File: src/rtl/chr_pkg.sv
// shared constants, codes and types for the chunk header check and reassembly block
`timescale 1ns / 1ps

package chr_pkg;

    localparam int CHR_STORE_BYTES  = 1024;
    localparam int CHR_HEADER_BYTES = 4;

    localparam int LEN_W   = 11;
    localparam int ID_W    = 16;
    localparam int CHUNK_W = 8;
    localparam int BYTE_W  = 8;
    localparam int RIDX_W  = 10;
    localparam int STAT_W  = 3;
    localparam int HPOS_W  = 3;
    localparam int HDR_W   = (CHR_HEADER_BYTES - 1) * BYTE_W;

    localparam logic [LEN_W-1:0] LIMIT_RESET = LEN_W'(1024);

    typedef enum logic [STAT_W-1:0] {
        STAT_ACCEPTED,
        STAT_COMPLETE,
        STAT_BAD_HEADER,
        STAT_SEQ_RESET,
        STAT_OVF_RESET,
        STAT_READ
    } status_t;

    typedef enum logic [1:0] {
        VERDICT_GOOD,
        VERDICT_BAD,
        VERDICT_SEQ,
        VERDICT_OVF
    } verdict_t;

    typedef struct packed {
        status_t              status;
        logic [ID_W-1:0]      msg_id;
        logic [LEN_W-1:0]     message_length;
        logic [CHUNK_W-1:0]   chunks_taken;
        logic                 rd_sel;
    } result_t;

endpackage

File: src/rtl/chr_assembler.sv
// header check, sequence tracking and buffer addressing for one item per cycle while item_go is high
`timescale 1ns / 1ps

module chr_assembler
    import chr_pkg::*;
#(
    parameter int STORE_BYTES = CHR_STORE_BYTES
) (
    input  logic                             aclk,
    input  logic                             aresetn,
    input  logic                             cfg_wr_en,
    input  logic [LEN_W-1:0]                 cfg_wr_data,
    input  logic                             item_go,
    input  logic                             item_kind,
    input  logic [BYTE_W-1:0]                item_byte,
    input  logic                             item_last,
    input  logic [RIDX_W-1:0]                item_ridx,
    output result_t                          res,
    output logic                             mem_en,
    output logic                             mem_we,
    output logic [$clog2(STORE_BYTES)-1:0]   mem_addr,
    output logic [BYTE_W-1:0]                mem_wdata
);

    localparam int AW = $clog2(STORE_BYTES);
    localparam logic [HPOS_W-1:0] HDR_END = HPOS_W'(CHR_HEADER_BYTES);

    logic [LEN_W-1:0]   limit_reg;
    logic [LEN_W-1:0]   len_reg,     len_next;
    logic [ID_W-1:0]    id_reg,      id_next;
    logic [CHUNK_W-1:0] cnt_reg,     cnt_next;
    logic [CHUNK_W-1:0] nxt_reg,     nxt_next;
    logic [HPOS_W-1:0]  hpos_reg,    hpos_next;
    logic [HDR_W-1:0]   hdr_reg,     hdr_next;
    verdict_t           verdict_reg, verdict_next;

    logic [LEN_W-1:0]   eff_lim;
    logic [ID_W-1:0]    hdr_id;
    logic [CHUNK_W-1:0] hdr_idx;
    logic [CHUNK_W-1:0] hdr_cnt;
    status_t            status;

    assign eff_lim = (32'(limit_reg) < 32'(STORE_BYTES)) ? limit_reg : LEN_W'(STORE_BYTES);
    assign hdr_id  = hdr_reg[HDR_W-1:BYTE_W];
    assign hdr_idx = hdr_reg[BYTE_W-1:0];
    assign hdr_cnt = item_byte;

    always_comb begin
        len_next     = len_reg;
        id_next      = id_reg;
        cnt_next     = cnt_reg;
        nxt_next     = nxt_reg;
        hpos_next    = hpos_reg;
        hdr_next     = hdr_reg;
        verdict_next = verdict_reg;
        status       = STAT_ACCEPTED;
        mem_en       = 1'b0;
        mem_we       = 1'b0;
        mem_addr     = AW'(32'(len_reg));
        mem_wdata    = item_byte;

        if (item_go && item_kind) begin
            // buffer read, state untouched
            status   = STAT_READ;
            mem_en   = 1'b1;
            mem_addr = AW'(32'(item_ridx));
        end else if (item_go) begin
            if (hpos_reg < HDR_END) begin
                hpos_next = hpos_reg + 1'b1;
                hdr_next  = {hdr_reg[HDR_W-BYTE_W-1:0], item_byte};
                if (hpos_reg == HDR_END - 1'b1) begin
                    if (hdr_cnt == '0 || hdr_idx >= hdr_cnt) begin
                        verdict_next = VERDICT_BAD;
                    end else if (hdr_idx == '0) begin
                        // first chunk restarts the message
                        len_next     = '0;
                        id_next      = hdr_id;
                        cnt_next     = hdr_cnt;
                        nxt_next     = '0;
                        verdict_next = VERDICT_GOOD;
                    end else if (cnt_reg == '0 || id_reg != hdr_id || cnt_reg != hdr_cnt ||
                                 nxt_reg != hdr_idx) begin
                        len_next     = '0;
                        id_next      = '0;
                        cnt_next     = '0;
                        nxt_next     = '0;
                        verdict_next = VERDICT_SEQ;
                    end else if (len_reg > eff_lim) begin
                        len_next     = '0;
                        id_next      = '0;
                        cnt_next     = '0;
                        nxt_next     = '0;
                        verdict_next = VERDICT_OVF;
                    end else begin
                        verdict_next = VERDICT_GOOD;
                    end
                end
            end else if (verdict_reg == VERDICT_GOOD) begin
                if (len_reg >= eff_lim) begin
                    len_next     = '0;
                    id_next      = '0;
                    cnt_next     = '0;
                    nxt_next     = '0;
                    verdict_next = VERDICT_OVF;
                end else begin
                    mem_en   = (32'(len_reg) < 32'(STORE_BYTES));
                    mem_we   = (32'(len_reg) < 32'(STORE_BYTES));
                    len_next = len_reg + 1'b1;
                end
            end

            if (item_last) begin
                if (hpos_next < HDR_END || verdict_next == VERDICT_BAD) begin
                    status = STAT_BAD_HEADER;
                end else if (verdict_next == VERDICT_SEQ) begin
                    status = STAT_SEQ_RESET;
                end else if (verdict_next == VERDICT_OVF) begin
                    status = STAT_OVF_RESET;
                end else begin
                    nxt_next = nxt_next + 1'b1;
                    status   = (nxt_next == cnt_next) ? STAT_COMPLETE : STAT_ACCEPTED;
                end
                hpos_next    = '0;
                hdr_next     = '0;
                verdict_next = VERDICT_GOOD;
            end
        end
    end

    always_comb begin
        res.status         = status;
        res.msg_id         = id_next;
        res.message_length = len_next;
        res.chunks_taken   = nxt_next;
        res.rd_sel         = item_kind && (32'(item_ridx) < 32'(len_reg)) &&
                             (32'(item_ridx) < 32'(STORE_BYTES));
    end

    always_ff @(posedge aclk) begin
        if (!aresetn) begin
            limit_reg   <= LIMIT_RESET;
            len_reg     <= '0;
            id_reg      <= '0;
            cnt_reg     <= '0;
            nxt_reg     <= '0;
            hpos_reg    <= '0;
            hdr_reg     <= '0;
            verdict_reg <= VERDICT_GOOD;
        end else begin
            if (cfg_wr_en) begin
                limit_reg <= cfg_wr_data;
            end
            len_reg     <= len_next;
            id_reg      <= id_next;
            cnt_reg     <= cnt_next;
            nxt_reg     <= nxt_next;
            hpos_reg    <= hpos_next;
            hdr_reg     <= hdr_next;
            verdict_reg <= verdict_next;
        end
    end

`ifndef SYNTHESIS
    a_len_in_store: assert property (@(posedge aclk) disable iff (!aresetn)
        32'(len_reg) <= 32'(STORE_BYTES))
        else $error("assembled length beyond store");

    a_hpos_range: assert property (@(posedge aclk) disable iff (!aresetn)
        hpos_reg <= HDR_END)
        else $error("header position beyond header");

    a_closed_is_clear: assert property (@(posedge aclk) disable iff (!aresetn)
        cnt_reg == '0 |-> (nxt_reg == '0 && id_reg == '0 && len_reg == '0))
        else $error("closed message holds state");

    a_verdict_after_header: assert property (@(posedge aclk) disable iff (!aresetn)
        verdict_reg != VERDICT_GOOD |-> hpos_reg == HDR_END)
        else $error("verdict set before header complete");

    a_write_only_payload: assert property (@(posedge aclk) disable iff (!aresetn)
        mem_we |-> (item_go && !item_kind && hpos_reg == HDR_END))
        else $error("buffer write outside payload");
`endif

endmodule

File: config.mk
export PLATFORM = sky130hd
export DESIGN_NAME = chr_assembler
export DESIGN_NICKNAME = d
export VERILOG_FILES = /design/src/rtl/chr_pkg.sv /design/src/rtl/chr_assembler.sv
export SDC_FILE = /design/constraint.sdc
export NUM_CORES = 1
export LEC_CHECK = 0
export ABC_AREA = 1
export BUFFER_PORTS_ARGS = -buffer_cell sky130_fd_sc_hd__clkbuf_2
export CAP_MARGIN = 20
export CORE_MARGIN = 1
export CORE_UTILIZATION = 45
export DETAILED_ROUTE_END_ITERATION = 16
export PLACE_DENSITY = 0.71
export SYNTH_ARGS = -nofsm -noshare
export SYNTH_HDL_FRONTEND = slang
export SYNTH_SLANG_ARGS = --single-unit
export TNS_END_PERCENT = 1
File: constraint.sdc
create_clock -name aclk -period 2.8 [get_ports aclk]
set_input_delay 0.14 -clock aclk [delete_from_list [all_inputs] [get_ports aclk]]
set_output_delay 0.14 -clock aclk [all_outputs]
set_load 0.005 [all_outputs]
# Word level (Yosys, flattened, before mapping)
# Cells that the tools add are included.
[word_totals] output_inout_bits=59 wordCells=120 in_bits=35 regBits=83
[op_classes] eq_ne=8 muxes=78 order_cmp=8 n_addsub=3 bitwise_logic=1 reduce_logical=14
[ops] op="2-to-1 mux 8 bit" count=26
[ops] op="2-to-1 mux 16 bit" count=10
[ops] op="2-to-1 mux 11 bit" count=11
[ops] op="2-to-1 mux 24 bit" count=2
[ops] op="2-to-1 mux 3 bit" count=10
[ops] op="zero test 8 bit" count=3
[ops] op="< comparator 11 bit, second input constant" count=2
[ops] op="2-to-1 mux 2 bit" count=11
[ops] op="inequality test 16 bit" count=1
[ops] op="inequality test 8 bit" count=2
[ops] op="adder 11 x 1 -> 11 bit, second input constant" count=1
[ops] op="greater-or-equal comparator 11 bit" count=1
[ops] op="> comparator 11 bit" count=1
[ops] op="< comparator 10 x 11 -> 1 bit" count=1
[ops] op="2-to-1 mux 10 bit" count=1
[ops] op="adder 8 x 1 -> 8 bit, second input constant" count=1
[ops] op="== test 8 bit" count=1
[ops] op="greater-or-equal comparator 8 bit" count=1
[ops] op="2-to-1 mux 1 bit" count=7
[ops] op="< comparator 3 bit, second input constant" count=2
[ops] op="logical OR 1 bit" count=5
[ops] op="== test 2 bit, second input constant" count=2
[ops] op="adder 3 x 1 -> 3 bit, second input constant" count=1
[ops] op="== test 3 x 2 -> 1 bit, second input constant" count=1
[ops] op="other kinds (7)" count=8

# Depth between registers and ports, before layout
[logic_depth] depth_word=20 depth_mapped=29 depth_no_buf=27

# Worst setup path after synthesis
# Ideal clock, no wire load.
[synth_path] kind="flip-flop to output port" startpoint="register limit_reg[10]" endpoint="output port res[36] (netlist bit)" path_stages_with_launch=29 required_ns=2.660 arrival_time_ns=2.930 path_buffers=2 setup_slack_ns=-0.270 path_cell_list="dfxtp_1 > inv_1 > clkbuf_1 > nand2_1 > ha_1 > nand2_1 > nor2_1 > and2_1 > nand2_1 > nand3_1 > nand2_1 > nand4_2 > nand2_2 > buf_4 > nand2_1 > nor2_1 > ha_1 > inv_1 > nor2_1 > nand3_1 > nand2_1 > nand2_1 > nand2_1 > nand2_1 > nor2_1 > nand3_1 > nand2_1 > nand2_1 > nand2_1"
[synth_lines] element="start: declaration" line="chr_assembler.sv:28" text="logic [LEN_W-1:0] limit_reg;"
[synth_lines] element="start signal: assignment" line="chr_assembler.sv:151" text="limit_reg <= cfg_wr_data;"
[synth_lines] element="end: declaration" line="chr_assembler.sv:18" text="output result_t res,"

==> results.toml <==
[status]
status = "finished with violations"
violations = "setup timing"

[timing]
rsz0062_at_grt = "yes"
finalWorstSetupSlack_ns = -0.6931
tightest_slew_ns = 0.7057
period_needed_ns = 3.493
final.setup.tns_ns = -10.01
fmax_mhz = 286.3
drv_slew = 0
finalHoldViolations = 0
slew-limit-headroom_pct = 52.66
fin_crit_sh_pct = 124.8
finClkSkew_ns = 0.01351
holdWs_ns = 0.006308
setup_viol = 40

[setup_path]
cp_slowest_cell = "dfxtp_2"
critPathTopFamily = "simple AND/OR/NAND/NOR gates"
crit_type = "reg -> out"
timing.critical_path.mode_cell = "nand2_1"
cp_cell_sequence = "inv_4 > buf_12 > nand2_4 > ha_4 > nand2_4 > nor2_4 > and2_4 > nand2_2 > nand4_1 > nand3_4 > nand2_4 > nor2_2 > nand4_2 > nand2_1 > xor2_1 > nand2_1 > nor2_2 > nand3_2 > nand2_1 > nand2_1 > nand2_1 > clkbuf_2"
arrival_ns = 3.35
critPathCaptureType = "output pin"
cp.required_ns = 2.66
cp_slowest_stage_delay_ns = 0.33
worst-path-buf-inv = 3
crit_fanout = 5
setup.worst_path.start_class = "register"

[route]
drt-initial-drc-count = 489
drc_errors = 0
antenna_left = 0
via_per_inst = 5.105
dr.pass1.iters = 5
num_vias = 6606
routed_wirelength_um = 17550
wl_per_cell_um = 13.56

[worst_hold_path]
min_path_type = "in -> reg"

[placed_design]
dp_slack_ns = -0.2664
dp.final_hpwl_um = 12820
dpl-instance-area_mm2 = 0.007264
placedCellCount = 1268
io_buffers = 93
place.gp.congestion = 0.9919

[clock_tree]
numCtsBuffers = 9
path_clk_slew_ns = 0.07
clock_sink_count = 83
htree_num_levels = 3
clock-root-buffer = "clkbuf_16"
clk_latency_ns = 0.36
clockBufferDepth = 2
cts_tree = "done"

[power_and_ir_drop]
power_density_mw_per_mm2 = 390.3
ir_drop_v = 0.0004326
power.leakage_nw = 3.860
clkPwrFrac_pct = 38.7
p_int_mw = 2.129
switching_share_pct = 31.39
total_power_mw = 3.103
power_frac_comb_pct = 20.8
p_seq_share_pct = 40.5
p_switching_uw = 974.1

[final_layout]
layout.cells.non_filler = 1294
register_area_mm2 = 0.001667
fin_area_mm2 = 0.007951
final_core_util_pct = 64.85
multi_input_area_mm2 = 0.003919
largest_reg_flops = 24
nets = 1187
layout-drive-gt1-share_pct = 30.02
n_antenna_cell = 0
fillers = 1115
syn_to_final_growth_pct = 38.03

[run]
maxCapViolations = 0

[logic_synthesis]
synthCells = 937
ys_seq_area_share_pct = 28.84
syn_area_per_cell_um2 = 6.148
synth-adder-area-share_pct = 6.733
yosysWarnings = 0
synth-edff-count = 0
synth_common_cells = "nand2_1 (288), inv_1 (102), nor2_1 (87), a21oi_1 (85), dfxtp_1 (83)"
synth-seq-cells = 83
async_flop_share_pct = 0
yosys.area.top_type_share_pct = 28.84
synth_ff_type = "dfxtp_1"
yosysTopAreaCell = "dfxtp_1"
synth_nets = 1003
ys_types = 40
netlist_area_mm2 = 0.005761
synth-simple-area-share_pct = 34.60
synth_area_leaders = "dfxtp_1 (29%), nand2_1 (19%), a21oi_1 (7.4%), ha_1 (6.7%), inv_1 (6.6%)"
synth-compound-area-share_pct = 16.88
synth_top_family_by_area = "simple AND/OR/NAND/NOR gates"
yosysMostFrequentCell = "nand2_1"
muxShareOfSynthArea_pct = 0
post_synth_xor_area_fraction_pct = 1.825

[grt]
grt_max_degree = 55
grt_pass1_wl_um = 27980
antenna_found_initial = 0
grt_pass1_vias = 5865
grt_overflow = 0
grt_use_total_pct = 26.89

[floorplan]
io_pins = 94
core_area_mm2 = 0.01226
die_area_mm2 = 0.01326
start_util_pct = 46.98
die_y_um = 115.1
die_w_um = 115.1
fp-row-count = 40
==> tightest hold or removal path: cells and delay by family <==
kind,cells,cell delay [ns]
buffers and inverters,1,0.07
AND/OR/NAND/NOR,2,0.11
==> worst paths after layout <==
check	startpoint	to	slack, ns	cells past startpoint
worst max-delay path	limit_reg[10]	res[36]	-0.69	22
worst min-delay path	cfg_wr_data[8]	limit_reg[8]	0.006	3
worst max register to register	limit_reg[10]	nxt_reg[4]	-0.12	21
worst min register to register	hpos_reg[0]	hpos_reg[0]	0.47	1
==> layout make-up <==
type	count	share of cell area, %
Clock buffer	9	2.832
Tap cell	168	2.644
Inverter	117	5.649
Sequential cell	83	20.96
Timing Repair Buffer	214	17.81
Multi-Input combinational cell	696	49.28
Clock inverter	7	0.8183
==> cell families (layout without fill, tap and decap cells) <==
| logic type | count (synthesis) | in the layout |
|---|---|---|
| AOI/OAI and AO/OA | 179 | 179 |
| xor gates and xnor gates | 12 | 12 |
| adders and majority gates | 31 | 31 |
| buffers and inverters | 158 | 347 |
| DFF | 83 | 83 |
| and+or+nand+nor | 474 | 474 |
==> layout by cell type (no fill, tap or decap), types with 14 or more instances in the layout <==
master and instances:
inv_1 97, a21oi_1 81, o21ai_0 46, nand2_1 261, nand2_2 17, nor2_1 75, nand3_1 41, clkbuf_2 89
buf_4 112, dfxtp_1 79, ha_1 21, inv_2 14
==> per-layer routing <==
| layer | vias to the layer above | share of wire, % | track usage (%) |
|---|---|---|---|
| met3 | 39 | 6.1 | 5.061 |
| met2 | 211 | 46 | 43.57 |
| met5 | - | 0 | 0 |
| li1 | 3400 | - | - |
| met4 | 0 | 2.8 | 9.610 |
| met1 | 2956 | 45 | 35.65 |
==> power by group through the flow <==
| stage | logic [mW] | registers [mW] | clock network, mW |
|---|---|---|---|
| floorplan | 0.339 | 1.28 | 0 |
| global placement | 0.567 | 1.28 | 0 |
| detailed placement | 0.575 | 1.28 | 0 |
| CTS | 0.588 | 1.25 | 1.21 |
| global route | 0.724 | 1.26 | 1.26 |
| finish | 0.646 | 1.26 | 1.20 |
==> repair_timing <==
item / 4_1_cts / 5_1_grt
hold buffers: 3 / 0
endpoints found under the setup margin: 43 / 47
resized for setup: 18 / 75
pin swaps: 10 / 33
buffers inserted: 1 / 6
endpoints found under the hold margin: 3 / 0
No activity file was read; power rests on OpenSTA's default activity.
